===== config.mk =====
export PLATFORM = sky130hd
export DESIGN_NAME = irqlp_front
export DESIGN_NICKNAME = d
export VERILOG_FILES = /design/src/rtl/core/irqlp_pkg.sv /design/src/rtl/core/irqlp_front.sv
export SDC_FILE = /design/constraint.sdc
export NUM_CORES = 1
export LEC_CHECK = 0
export BUFFER_PORTS_ARGS = -buffer_cell sky130_fd_sc_hd__buf_2
export CORE_ASPECT_RATIO = 0.7
export CORE_UTILIZATION = 20
export DETAILED_ROUTE_END_ITERATION = 10
export PLACE_DENSITY_LB_ADDON = 0.1
export SYNTH_ARGS = -nofsm -noshare
export SYNTH_HDL_FRONTEND = slang
export SYNTH_SLANG_ARGS = --single-unit

===== constraint.sdc =====
create_clock -name vclk -period 0.9
set_input_delay 0.18 -clock vclk [all_inputs]
set_output_delay 0.18 -clock vclk [all_outputs]
set_load 0.01 [all_outputs]

===== src/rtl/core/irqlp_pkg.sv =====
// Types, codes and helper functions shared by the interrupt latency profiler.
// Depends on nothing; every other file of the block but irqlp_div imports it.
`default_nettype none
package irqlp_pkg;

  typedef enum logic [2:0] {
    OP_EARLY = 3'd0,
    OP_ENTER = 3'd1,
    OP_EXIT  = 3'd2,
    OP_DEFER = 3'd3,
    OP_LEAVE = 3'd4,
    OP_QUERY = 3'd5
  } op_t;

  typedef enum logic [2:0] {
    K_EARLY,
    K_ENTER,
    K_EXIT,
    K_DEFER,
    K_LEAVE,
    K_QUERY,
    K_QBAD
  } kind_t;

  typedef enum logic [2:0] {
    ST_CLEAR,
    ST_IDLE,
    ST_READ,
    ST_DIV,
    ST_OUT
  } state_t;

  localparam logic [15:0] TPU_RESET = 16'd24;

  typedef struct packed {
    logic [2:0]  op;
    logic [7:0]  irq_number;
    logic [63:0] timestamp;
  } in_item_t;

  typedef struct packed {
    logic        status;
    logic [31:0] entry_latency_us;
    logic [31:0] handler_us;
    logic [31:0] deferred_latency_us;
    logic [31:0] deferred_us;
    logic [31:0] worst_total_us;
    logic [31:0] average_us;
  } out_item_t;

  typedef struct packed {
    kind_t       kind;
    logic [7:0]  irq_number;
    logic [63:0] timestamp;
  } q_item_t;

  typedef struct packed {
    logic [63:0] entry_start;
    logic [63:0] last_event;
    logic [31:0] w_entry;
    logic [31:0] w_handler;
    logic [31:0] w_dwait;
    logic [31:0] w_drun;
    logic [31:0] acc_us;
    logic [31:0] worst_us;
    logic [31:0] count;
  } row_t;

  function automatic logic [31:0] umax32(input logic [31:0] a, input logic [31:0] b);
    umax32 = (b > a) ? b : a;
  endfunction

endpackage
`default_nettype wire


===== src/rtl/core/irqlp_front.sv =====
// Front part: accepts requests, checks the interrupt number and classifies them.
// Depends on irqlp_pkg; feeds irqlp_fifo.
`default_nettype none
module irqlp_front #(
  parameter int IRQ_COUNT = 128
) (
  input  wire logic               in_valid,
  output logic                    in_ready,
  input  wire irqlp_pkg::in_item_t in_data,
  input  wire logic               clearing,
  input  wire logic               q_full,
  output logic                    push,
  output irqlp_pkg::q_item_t      push_item
);
  import irqlp_pkg::*;

  logic ok;
  logic keep;

  assign ok       = ({1'b0, in_data.irq_number} < 9'(IRQ_COUNT));
  assign in_ready = !clearing && !q_full;
  assign push     = in_valid && in_ready && keep;

  always_comb begin
    keep                 = 1'b0;
    push_item.kind       = K_EARLY;
    push_item.irq_number = in_data.irq_number;
    push_item.timestamp  = in_data.timestamp;
    case (op_t'(in_data.op))
      OP_EARLY: begin
        keep = 1'b1;
      end
      OP_ENTER: begin
        keep           = ok;
        push_item.kind = K_ENTER;
      end
      OP_EXIT: begin
        keep           = ok;
        push_item.kind = K_EXIT;
      end
      OP_DEFER: begin
        keep           = ok;
        push_item.kind = K_DEFER;
      end
      OP_LEAVE: begin
        keep           = ok;
        push_item.kind = K_LEAVE;
      end
      OP_QUERY: begin
        keep           = 1'b1;
        push_item.kind = ok ? K_QUERY : K_QBAD;
      end
      default: begin
        keep = 1'b0;
      end
    endcase
  end

endmodule
`default_nettype wire


==> results of run 1 <==
-- worst min-delay path by stage --
stage,start,end,slack [ps],cells past startpoint
after global routing,in_data[32],push_item[32],360,0
after global placement,in_data[14],push_item[14],360,0
after detailed placement,in_data[14],push_item[14],360,0
final,in_data[0],push_item[0],360,0
after CTS,in_data[14],push_item[14],360,0
after floorplan,clearing,in_ready,400,1
-- cells in the final DEF, fill, tap and decap left out --
cell type   n
a21boi_0    1
a31o_2      1
and2_1      1
and2b_1     1
buf_2      10
buf_4       4
buf_6       4
buf_8       1
nor2_1      1
nor2b_1     1
nor4b_1     1
o21ai_0     1
o21ai_2     1
o2bb2ai_2   1
or4b_4      1
-- timing repair --
action	in CTS	in global routing
endpoints found under the setup margin	4	4
pin swaps	4	1
gates resized for setup	8	1
endpoints found under the hold margin	0	0
hold buffers	0	0
-- metal layers --
metal / wire length (um) / track usage [%]
met1: 157 / 2.27
met5: 0 / 0
met3: 205 / 6.13
met4: 24 / 3.13
met2: 435 / 7.52
-- through the flow --
| stage | instance area, um^2 | power [uW] | hold slack (ps) |
|---|---|---|---|
| after floorplan | 624 | 357 | 403 |
| after global placement | 239 | 93.5 | 360 |
| after detailed placement | 239 | 89.7 | 360 |
| after CTS | 273 | 108 | 360 |
| after global routing | 277 | 117 | 360 |
| final | 277 | 108 | 360 |
-- cell usage after synthesis --
library cell / instances
nor2_1: 1
nor4b_1: 1
or4b_1: 1
and2_1: 1
a31o_2: 1
nor2b_1: 1
o21ai_0: 2
and2b_1: 1
buf_4: 72
a21boi_0: 1
o2bb2ai_1: 1
-- cell families (layout without fill, tap and decap cells) --
group           count (synthesis)  after routing  synth area share (%)
compound gates                  5              5                  5.67
buf+inv                        72             19                  87.4
simple gates                    6              6                  6.88
-- cell type report --
| cell class | instances | area share, % |
|---|---|---|
| Multi-Input combinational cell | 11 | 33.0 |
| Timing Repair Buffer | 19 | 50.7 |
| Tap cell | 36 | 16.3 |
-- where the power goes --
group          switching [uW]  total (uW)  leakage (uW)  internal, uW
registers                   0           0             0             0
logic                    42.4         108      0.000123          65.2
clock network               0           0             0             0
==> impl_metrics.ini, run 1 <==
[setup_path]
end_kind = output port
path_depth = 4
cp.required_ps = 720
cp_max_fo = 2
crit_start = q_full
crit_type = in2out
crit_end = push
crit_family = simple AND/OR/NAND/NOR gates
max_stage_delay_ps = 520
crit_chain = buf_6 -> or4b_4 -> o2bb2ai_2 -> buf_2
critical_path_arrival_ps = 1050
slowest_stage = or4b_4
crit_buf_inv = 2
start_kind = input port

[detailed_routing]
drtPass1Iterations = 2
ant_nets = 0
vias = 241
drc = 0
drt_iter0_drc = 1
vias_per_cell = 3.65
wl_per_cell_um = 12.5
wl_um = 822

[sta]
finalCriticalPeriod_ps = 1230
tightest_slew_ps = 360
setup_viol = 2
slew_viol_final = 0
setup_tns_ps = -458
setup_ws_ps = -333
clock.fmax_mhz = 811
rsz0062_at_grt = true
period_share_pct = 137
finalHoldViolCount = 0
slew_headroom_pct = 75.7

[logic_synthesis]
synth_nets = 161
ys_warn_count = 0
synthesis.area_um2 = 618
ys_types = 11
syn_inst = 83
yosys-top-cells-area = buf_4 87%, o21ai_0 1.6%, or4b_1 1.6%
yosysTopAreaCellShare_pct = 87.4
synth.avg_cell_area_um2 = 7.45
ys_seq_area_share_pct = 0
yosysTopAreaCell = buf_4

[global_route]
grt_usage_pct = 4.65
grt_overflow = 0
antenna_found_initial = 0
grt_pass1_wl_um = 1250
grt_max_degree = 5
grt_pass1_vias = 294

[finish]
nFlopsAndLatches = 0
diodes = 0
regArea_um2 = 0
clockBufferCount = 0
drive_above_1_share_pct = 76.7
final.fill_count = 343
multi_input_area_um2 = 91.3
areaGrowthSynthToFinish_pct = -55.3
final_cells = 66
fin_util_pct = 9.66
nets = 110

[die]
die_w_um = 68.4
die_y_um = 48.5
start_util_pct = 21.6
rows = 16
die_area_um2 = 3320
io_pins = 155
core_um2 = 2860

[run_status]
violations = negative setup slack
outcome = finished, violations left

[placement]
dp_cells = 66
gp_congestion = 0.652
pre_cts_ws_ps = -368
port_buffers = 13

[flow_run]
cap_viol_max_count = 0

[power]
leakagePower_uw = 0.000123
vdd_ir_drop_max_mv = 0.0398
p_per_area_nw_per_um2 = 389

[clocking]
cts_setup_buffers = 0

[hold_path]
hold_class = in2out
Power figures use the tool's default switching activity.
==> run 2, diff against run 1 <==
--- a/config.mk
+++ b/config.mk
@@ -5,6 +5,7 @@
 export SDC_FILE = /design/constraint.sdc
 export NUM_CORES = 1
 export LEC_CHECK = 0
+export ABC_CLOCK_PERIOD_IN_PS = 900
 export BUFFER_PORTS_ARGS = -buffer_cell sky130_fd_sc_hd__buf_2
 export CORE_ASPECT_RATIO = 0.7
 export CORE_UTILIZATION = 20
==> constraint.sdc (replaced) <==
create_clock -name vclk -period 0.9
set_input_delay 0.18 -clock vclk [all_inputs]
set_output_delay 0.18 -clock vclk [all_outputs]
set_load 0.1 [all_outputs]
==> impl_metrics.ini, run 2 (synthesis gave the netlist of run 1 again) <==
[run_status]
outcome = finished, violations left
violations = negative setup slack

[hold_path]
hold_class = in2out
hold_depth = 0
hold_path.startpoint = in_data[14]
hold_path_end = push_item[14]

[power]
p_per_area_nw_per_um2 = 683
fin_total_pwr_uw = 298
vdd_ir_drop_max_mv = 0.104
leakagePower_uw = 0.000180

[detailed_routing]
vias_per_cell = 3.54
drc = 0
wl_per_cell_um = 12.2
ant_nets = 0
drt_iter0_drc = 0
vias = 248
drtPass1Iterations = 1
wl_um = 854

[die]
die_y_um = 48.5
die_area_um2 = 3320
start_util_pct = 21.6
rows = 16
io_pins = 155
core_um2 = 2860
die_w_um = 68.4

[placement]
gp_congestion = 0.572
pre_cts_ws_ps = -498
port_buffers = 13
dp_cells = 70
place_area_um2 = 397

[setup_path]
cp_max_fo = 2
crit_chain = buf_6 -> or4b_4 -> o2bb2ai_4 -> buf_12
crit_type = in2out
max_stage_delay_ps = 540
critical_path_arrival_ps = 1150
start_kind = input port
cp.required_ps = 720
end_kind = output port
slowest_stage = or4b_4

[flow_run]
cap_viol_max_count = 0

[sta]
setup_tns_ps = -824
slew_viol_final = 0
setup_viol = 5
period_share_pct = 147
rsz0062_at_grt = true
finalHoldViolCount = 0
finalCriticalPeriod_ps = 1330
tightest_slew_ps = 238
slew_headroom_pct = 83.9
setup_ws_ps = -427
clock.fmax_mhz = 754

[global_route]
grt_overflow = 0
grt_usage_pct = 4.80
grt_pass1_wl_um = 1280
grt_max_degree = 6
grt_pass1_vias = 277
antenna_found_initial = 0

[clocking]
cts_setup_buffers = 0

[finish]
clockBufferCount = 0
regArea_um2 = 0
nets = 114
areaGrowthSynthToFinish_pct = -29.4
final_cells = 70
stdcell_area_um2 = 437
multi_input_area_um2 = 125
drive_above_1_share_pct = 88.2
mostFrequentLayoutCells = 7 x buf_6, 7 x buf_4, 6 x buf_12, 3 x buf_2
nFlopsAndLatches = 0
diodes = 0
final.fill_count = 329
run 2: cell count changes in the layout (fill, tap and decap cells not counted), sizes merged:
cell / previous run / this run
buf: 19 / 23
run 2: timing repair:
action                                  in CTS  in global routing
resized for setup                           11                  0
endpoints found under the setup margin       5                  5
hold buffers                                 0                  0
endpoints found under the hold margin        0                  0
pin swaps                                    4                  3
run 2: final cells by class:
type | instances | area share (%)
Multi-Input combinational cell | 11 | 28.7
Tap cell | 36 | 10.3
Timing Repair Buffer | 23 | 61.0
run 2: worst max path at each step:
| stage | to | depth (start not counted) | startpoint |
|---|---|---|---|
| 2_1_floorplan | push | 2 | in_data[73] |
| 3_3_place_gp | push | 4 | in_data[73] |
| 3_5_place_dp | push | 4 | in_data[73] |
| 4_1_cts | push | 4 | clearing |
| 5_1_grt | push | 4 | clearing |
| 6_report | push | 4 | clearing |
run 2: metal layers:
| layer | vias up | GRT usage [%] | routed length (um) |
|---|---|---|---|
| met4 | 0 | 3.82 | 44 |
| met5 | - | 0 | 0 |
| met1 | 106 | 3.84 | 205 |
| met3 | 10 | 5.42 | 189 |
| met2 | 42 | 6.37 | 413 |
| li1 | 90 | - | - |
run 2: report_power, final:
part	leakage (uW)	internal [uW]	switching, uW
combinational	0.000180	134	164
sequential	0	0	0
clock	0	0	0
total	0.000180	134	164
run 2: through the flow:
step                      hold WS (ps)  utilization (%)
after floorplan                    456                -
after global routing               360             15.3
final                              360             15.3
after CTS                          361             15.3
after global placement             361             13.9
after detailed placement           361             13.9
run 2: worst max-delay path, delay by kind of cell:
| family | cells | cell delay [ps] |
|---|---|---|
| AOI/OAI and AO/OA | 1 | 150 |
| and+or+nand+nor | 1 | 540 |
| buffers and inverters | 2 | 270 |
