**src/rtl/core/irqlp_pkg.sv**
```systemverilog
// Types, codes and helper functions shared by the interrupt latency profiler.
// Depends on nothing; every other file of the block but irqlp_div imports it.
`default_nettype none
package irqlp_pkg;

  typedef enum logic [2:0] {
    OP_EARLY = 3'd0,
    OP_ENTER = 3'd1,
    OP_EXIT  = 3'd2,
    OP_DEFER = 3'd3,
    OP_LEAVE = 3'd4,
    OP_QUERY = 3'd5
  } op_t;

  typedef enum logic [2:0] {
    K_EARLY,
    K_ENTER,
    K_EXIT,
    K_DEFER,
    K_LEAVE,
    K_QUERY,
    K_QBAD
  } kind_t;

  typedef enum logic [2:0] {
    ST_CLEAR,
    ST_IDLE,
    ST_READ,
    ST_DIV,
    ST_OUT
  } state_t;

  localparam logic [15:0] TPU_RESET = 16'd24;

  typedef struct packed {
    logic [2:0]  op;
    logic [7:0]  irq_number;
    logic [63:0] timestamp;
  } in_item_t;

  typedef struct packed {
    logic        status;
    logic [31:0] entry_latency_us;
    logic [31:0] handler_us;
    logic [31:0] deferred_latency_us;
    logic [31:0] deferred_us;
    logic [31:0] worst_total_us;
    logic [31:0] average_us;
  } out_item_t;

  typedef struct packed {
    kind_t       kind;
    logic [7:0]  irq_number;
    logic [63:0] timestamp;
  } q_item_t;

  typedef struct packed {
    logic [63:0] entry_start;
    logic [63:0] last_event;
    logic [31:0] w_entry;
    logic [31:0] w_handler;
    logic [31:0] w_dwait;
    logic [31:0] w_drun;
    logic [31:0] acc_us;
    logic [31:0] worst_us;
    logic [31:0] count;
  } row_t;

  function automatic logic [31:0] umax32(input logic [31:0] a, input logic [31:0] b);
    umax32 = (b > a) ? b : a;
  endfunction

endpackage
`default_nettype wire

```
**src/rtl/core/irqlp_fifo.sv**
```systemverilog
// Two-entry request queue between the front and back parts of the profiler.
// Depends on irqlp_pkg for the queued request type.
`default_nettype none
module irqlp_fifo (
  input  wire logic              clk,
  input  wire logic              rst_n,
  input  wire logic              push,
  input  wire irqlp_pkg::q_item_t push_item,
  output logic                   full,
  input  wire logic              pop,
  output logic                   not_empty,
  output irqlp_pkg::q_item_t     head
);
  import irqlp_pkg::*;

  q_item_t    mem_r [2];
  logic       wp_r;
  logic       rp_r;
  logic [1:0] cnt_r;
  logic       do_push;
  logic       do_pop;

  assign full      = (cnt_r == 2'd2);
  assign not_empty = (cnt_r != 2'd0);
  assign head      = mem_r[rp_r];
  assign do_push   = push && !full;
  assign do_pop    = pop && not_empty;

  always_ff @(posedge clk) begin
    if (!rst_n) begin
      wp_r  <= 1'b0;
      rp_r  <= 1'b0;
      cnt_r <= 2'd0;
    end else begin
      if (do_push) begin
        wp_r <= ~wp_r;
      end
      if (do_pop) begin
        rp_r <= ~rp_r;
      end
      cnt_r <= cnt_r + {1'b0, do_push} - {1'b0, do_pop};
    end
  end

  always_ff @(posedge clk) begin
    if (do_push) begin
      mem_r[wp_r] <= push_item;
    end
  end

endmodule
`default_nettype wire

```
**config.mk**
```make
export PLATFORM = sky130hd
export DESIGN_NAME = irqlp_fifo
export DESIGN_NICKNAME = d
export VERILOG_FILES = /design/src/rtl/core/irqlp_pkg.sv /design/src/rtl/core/irqlp_fifo.sv
export SDC_FILE = /design/constraint.sdc
export NUM_CORES = 1
export LEC_CHECK = 0
export BUFFER_PORTS_ARGS = -buffer_cell sky130_fd_sc_hd__buf_4
export CORE_ASPECT_RATIO = 0.75
export CORE_MARGIN = 2
export CORE_UTILIZATION = 40
export CTS_CLUSTER_SIZE = 10
export DETAILED_ROUTE_END_ITERATION = 12
export MAX_ROUTING_LAYER = met4
export PLACE_DENSITY_LB_ADDON = 0.08
export REMOVE_ABC_BUFFERS = 1
export SLEW_MARGIN = 10
export SYNTH_ARGS = -nofsm -noshare
export SYNTH_HDL_FRONTEND = slang
export SYNTH_SLANG_ARGS = --single-unit
export TNS_END_PERCENT = 100
```
**constraint.sdc**
```tcl
create_clock -name clk -period 9.45 [get_ports clk]
set_input_delay 0.945 -clock clk [delete_from_list [all_inputs] [get_ports clk]]
set_output_delay 0.945 -clock clk [all_outputs]
set_load 0.03 [all_outputs]
```
==> summary.md, run 1 <==
| Metric | Value |
|---|---|
| First-pass detailed-route iteration total | 4 |
| Post-Synth Simple-Gate Area | less than 1% |
| Longest Clk Path Bufs | 2 |
| Setup Slack @ Placement | 6.37 ns |
| Worst slew pin tran | roughly 1.1 ns |
| Most used cell, CP | buf_4 |
| Count of final hold-check violations | 0 |
| Global-route met1 utilization | between 10% and 20% |
| 1st-iter DRT viols | 145 |
| Status | complete, no violations |
| Total GRT Usage | a little over an eighth |
| Most frequent cells in the layout | 157 x buf_4, 150 x edfxtp_1, 50 x mux2_4 |
| Worst slew margin | between 20% and 30% |
| GRT busiest layer | met2 |
| Postcts setup bufs | 0 |
| Core area | 0.0144 mm^2 |
| #FFs+latches synth | 155 |
| Total number of vias | approximately 2900 |
| Peak VDD IR | roughly 0.00015 V |
| Met2 GRT Util | a little under a fifth |
| Layout net count | 508 |
| Startpoint Class | flop |
| Ys Warns | 0 |
| Setup slack after layout | about 6.0 ns |
| Synth unique cells | 18 |
| H-tree lvl count | 4 |
| Post-Synth Adder-Cell Area | 0.428% |
| Setup Skew | 0.00845 ns |
| Placed Cells | 608 |
| Congestion Overflow GR | 0 |
| Area Overhead vs Synth | 32.3% |
| Post-route minimum period | between 3 and 4 ns |
| RSZ-0062 raised after global routing | false |
| Clock Latency Late Sink | ~0.41 ns |
| Crit. End Element | output port |
| CTS root buf | clkbuf_16 |
| Layout cells sized above 1 | roughly three fifths |
| I/O Buffers | between 150 and 200 |
| # DRC | 0 |
| Die area | approximately 0.016 mm^2 |
| Final period utilization | between 30% and 40% |
| Worst EP arrival | 2.47 ns |
| Total CTS buffers | 17 |
| Clock Sinks | 155 |
| WS Path Type | flop to output port |
| Largest family of logic cells by synthesized area | multiplexers |
| Final Slew Violations | 0 |
| Initial antenna violation count | 0 |
| Die X | between 100 and 150 um |
| Syn Area/Cell | around 23 um^2 |
| Reg clk slew, reported paths | 0.05 ns |
| PwrDens | 284 mW/mm^2 |
| Die Y | between 100 and 150 um |
| Sequential fraction of the synthesis area | roughly four fifths |
| Cts hold-fix bufs | 0 |
| Worst Path Max Fanout | 41 |
| Cells after synthesis | 259 |
| F_max | between 200 and 300 MHz |
| Compound-Gate Fraction of Synth Area | less than 1% |
| Max Cap Viol | 0 |
| Syn Std Cell Area | 0.00585 mm^2 |
| Fill cells | roughly 1200 |
| I/O pin count | 156 |
| Met3 Use GR | slightly below 7% |
| Vias in the first global route | about 2900 |
| DR WL/cell | between 15 and 20 um |
| Drt total wl | 10200 um |
| Antenna diodes | 0 |
| Initial Util | around two fifths |
| # resized after CTS | 0 |
| Standard-cell rows | 38 |
| Fin Setup TNS | 0 ns |
| Mux share of post-synthesis cell area | around 18% |
| Setup violators final | 0 |
| Post-Synth XOR/XNOR Area | 0.449% |
| Antenna-violating nets left | 0 |
| Worst path required time | approximately 8.5 ns |
| Most common cell after layout, fill and taps aside | buf_4 |
| Max incr delay on CP | between 0.7 and 0.8 ns |
| First-pass GRT wire length | 14800 um |
| Via-to-Cell Ratio | roughly 4.5 |
| Hold Crit Class | flop to flop |
| GP Congestion | between 0.6 and 0.7 |
| Final Cell Area | 0.00774 mm^2 |
| Fin cells | between 600 and 700 |
| Static Leak | around 3.0 nW |
| Dpl cell area | 0.00722 mm^2 |
| CTS tree | done |
| CP Cell Sequence | buf_4 -> mux2_2 -> buf_4 |
| Highest-delay cell along the critical path | dfxtp_4 |
| Largest net degree at the start of global routing | 76 |
[worst paths after layout]
check                 from            to  slack [ns]  cells after the start
setup / recovery      flop       head[3]        6.03                      3
hold / removal        rp_r          rp_r        0.52                      2
setup reg to reg  cnt_r[0]  mem_r[0][25]        6.95                      4
hold reg to reg       rp_r          rp_r        0.52                      2
[cells in the mapped netlist]
master,instances,area share [%]
and3_1,1,0.11
mux2_2,25,4.8
mux2i_1,1,0.17
and2_1,1,0.11
nand2b_1,2,0.21
buf_2,2,0.17
xor2_1,1,0.15
buf_6,6,1.2
edfxtp_1,150,77
nand2_1,2,0.13
inv_1,3,0.19
nor2_1,4,0.26
o21a_1,1,0.13
or2_2,1,0.11
mux2_4,50,13
dfxtp_1,5,1.7
xnor2_1,2,0.30
ha_1,2,0.43
[metrics by stage]
stage	hold WS, ns	power [mW]	utilization, %
after detailed placement	0.512	1.62	50.3
final	0.515	2.19	53.9
after CTS	0.526	2.22	53.9
after global placement	0.501	1.61	50.3
after global routing	0.560	2.29	53.9
after floorplan	0.455	1.40	-
[flip-flops by register name, indices dropped and copies added (netlist names), named ones only]
register,cells
cnt_r,2
mem_r,150
rp_r,1
wp_r,1
[routing by layer]
layer  share of wire [%]  up-vias
li1                    -     1350
met1                  43     1386
met2                  44      107
met3                  11       11
met4                 1.3        0
met5                   0        -
[area by class of cell]
| class | count | area (um^2) | area share, % |
|---|---|---|---|
| sequential | 155 | 4610 | 59.6 |
| timing repair buffer | 157 | 1180 | 15.2 |
| multi-input combinational | 93 | 1170 | 15.1 |
| clock buffer | 23 | 448 | 5.79 |
| tap | 200 | 250 | 3.23 |
| clock inverter | 9 | 73.8 | 0.954 |
| inverter | 3 | 11.3 | 0.146 |
[cell families after synthesis]
group                    count (synthesis)
AO/OA/AOI/OAI                            1
XOR/XNOR                                 3
adder cells (fa/ha/maj)                  2
buffers and inverters                   11
flip-flops                             155
multiplexers                            76
AND/OR/NAND/NOR                         11
[power breakdown]
part	internal [mW]	switching (mW)	total, mW
clock	0.358	0.248	0.606
combinational	0.300	0.374	0.674
sequential	0.866	0.0482	0.914
total	1.52	0.670	2.19
[worst max-delay path, delay by kind of cell, from the launching register on]
family                 cells  cell delay (ns)
flip-flops                 1             0.79
multiplexers               1             0.41
buffers and inverters      2             0.83
Power figures use the tool's default switching activity.
==> inputs of run 2 (changes only) <==
==> constraint.sdc (replaced) <==
create_clock -name clk -period 3.49 [get_ports clk]
set_input_delay 0.349 -clock clk [delete_from_list [all_inputs] [get_ports clk]]
set_output_delay 0.349 -clock clk [all_outputs]
set_load 0.03 [all_outputs]
==> run 2 against run 1 <==
  * Power rose to 2.8 times the previous value
  * Sequential cell count is the same
  * Utilization is 0.38 points higher
  * Via count fell by 1.0%
  * First-iteration DRC count rose by 4.1%
  * Combinational power grew to 2.7 times the previous value
  * Worst setup slack got worse by 5.0 ns
==> summary.md, run 2 (synthesis results as in run 1) <==
| Metric | Value |
|---|---|
| Setup Slack @ Placement | about 1.4 ns |
| Drt total wl | about 10000 um |
| H-tree lvl count | 4 |
| Vias in the first global route | ~2900 |
| Fin Setup TNS | 0 ns |
| Setup slack after layout | 1.01 ns |
| Final period utilization | a little under three quarters |
| Final HPWL DP | roughly 6600 um |
| Static Leak | 3.02 nW |
| Die area | ~0.016 mm^2 |
| Reg2Reg Setup Slack | approximately 1.6 ns |
| PwrDens | ~770 mW/mm^2 |
| # DRC | 0 |
| Die Y | roughly 110 um |
| GP Congestion | between 0.7 and 0.8 |
| I/O Buffers | ~160 |
| First-pass GRT wire length | between 15000 and 20000 um |
| CTS tree | done |
| WS Path Type | flop to output port |
| 1st-iter DRT viols | approximately 150 |
| Postcts setup bufs | 0 |
| Largest net degree at the start of global routing | between 70 and 80 |
| Reg clk slew, reported paths | approximately 0.06 ns |
| Worst slew margin | roughly 27% |
| Crit. End Element | output port |
| Worst Reg-to-Reg Cells | 2 |
| Hold Crit Class | input pin to flop |
| Worst r2r src | cnt_r[0] |
| First-pass detailed-route iteration total | 4 |
| Most common cell after layout, fill and taps aside | buf_4 |
| CP Cell Sequence | buf_12 -> mux2_2 -> buf_4 |
| Area Overhead vs Synth | 33.2% |
| Post-route minimum period | 2.48 ns |
| Worst min-delay path startpoint | push_item[53] |
| Count of final hold-check violations | 0 |
| Setup Skew | between 0.009 and 0.01 ns |
| Layout cells sized above 1 | 60.5% |
| Worst path required time | between 3 and 4 ns |
| Core area | between 0.01 and 0.015 mm^2 |
| Startpoint Class | flop |
| Final Slew Violations | 0 |
| F_max | about 400 MHz |
| I/O pin count | between 150 and 200 |
| Placed Cells | 609 |
| Cts hold-fix bufs | 0 |
| Via-to-Cell Ratio | 4.41 |
| Setup violators final | 0 |
| Final core occ | between 50% and 60% |
| Fin cells | between 600 and 700 |
| Standard-cell rows | 38 |
| Die X | about 140 um |
| Crit-path leading delay family | flip-flops |
| Status | complete, no violations |
| Peak VDD IR | approximately 0.0005 V |
| # resized after CTS | 0 |
| CP Depth | 3 |
| Max incr delay on CP | ~0.8 ns |
| CTS root buf | clkbuf_16 |
| Worst R2R End | mem_r[1][32] |
| Max Cap Viol | 0 |
| Hold Crit Depth | 1 |
| Clock Sinks | around 160 |
| Initial antenna violation count | 0 |
| Top reg by flops | mem_r |
| Initial Util | around two fifths |
| Clock Latency Late Sink | 0.42 ns |
| Worst EP arrival | 2.13 ns |
| Hold slack final | around 0.11 ns |
| Total GRT Usage | between 10% and 20% |
| RSZ-0062 raised after global routing | false |
| Antenna diodes | 0 |
| Layout net count | between 500 and 600 |
| Congestion Overflow GR | 0 |
| Total CTS buffers | 17 |
| Most frequent cells in the layout | 157 x buf_4, 150 x edfxtp_1, 50 x mux2_4 |
| Highest-delay cell along the critical path | dfxtp_4 |
| Longest Clk Path Bufs | 2 |
| Largest register FFs | 150 |
| Worst slew pin tran | approximately 1.1 ns |
| Setup crit end | head[3] |
| Total number of vias | 2825 |
| Worst Path Max Fanout | 39 |
| Top flop regs | mem_r (150), cnt_r (2) |
| Crit path buffers/inverters | 2 |
| Antenna-violating nets left | 0 |
| DR WL/cell | approximately 16 um |
run 2: worst min-delay path by stage:
stage / to / slack, ns
2_1_floorplan: mem_r[0][0] / 0.45
3_3_place_gp: flop / 0.50
3_5_place_dp: flop / 0.50
4_1_cts: mem_r[0][10] / 0.09
5_1_grt: mem_r[1][15] / 0.1
6_report: mem_r[0][53] / 0.11
run 2: final cells by class:
class	instances	area, um^2
multi-input combinational	93	1170
sequential	155	4610
clock inverter	15	131
timing repair buffer	158	1200
fill	1165	6570
clock buffer	17	425
inverter	3	11.3
tap	200	250
run 2: per-stage QoR:
step | total power, mW | instance area [um^2]
floorplan | 3.79 | 5770
global route | 6.30 | 7790
finish | 6.04 | 7790
detailed placement | 4.39 | 7240
global placement | 4.37 | 7240
CTS | 6.12 | 7790
run 2: where the power goes:
group	switching, mW	leakage [nW]	internal [mW]
clock network	0.684	0.277	1.04
logic	1.02	1.30	0.824
registers	0.132	1.44	2.34
run 2: layer usage:
| metal | routed length, um | global-route usage (%) | vias up |
|---|---|---|---|
| li1 | - | - | 1356 |
| met1 | 4540 | 16.6 | 1344 |
| met2 | 4680 | 20.4 | 113 |
| met3 | 1060 | 7.11 | 12 |
| met4 | 134 | 6.51 | 0 |
| met5 | 0 | - | - |
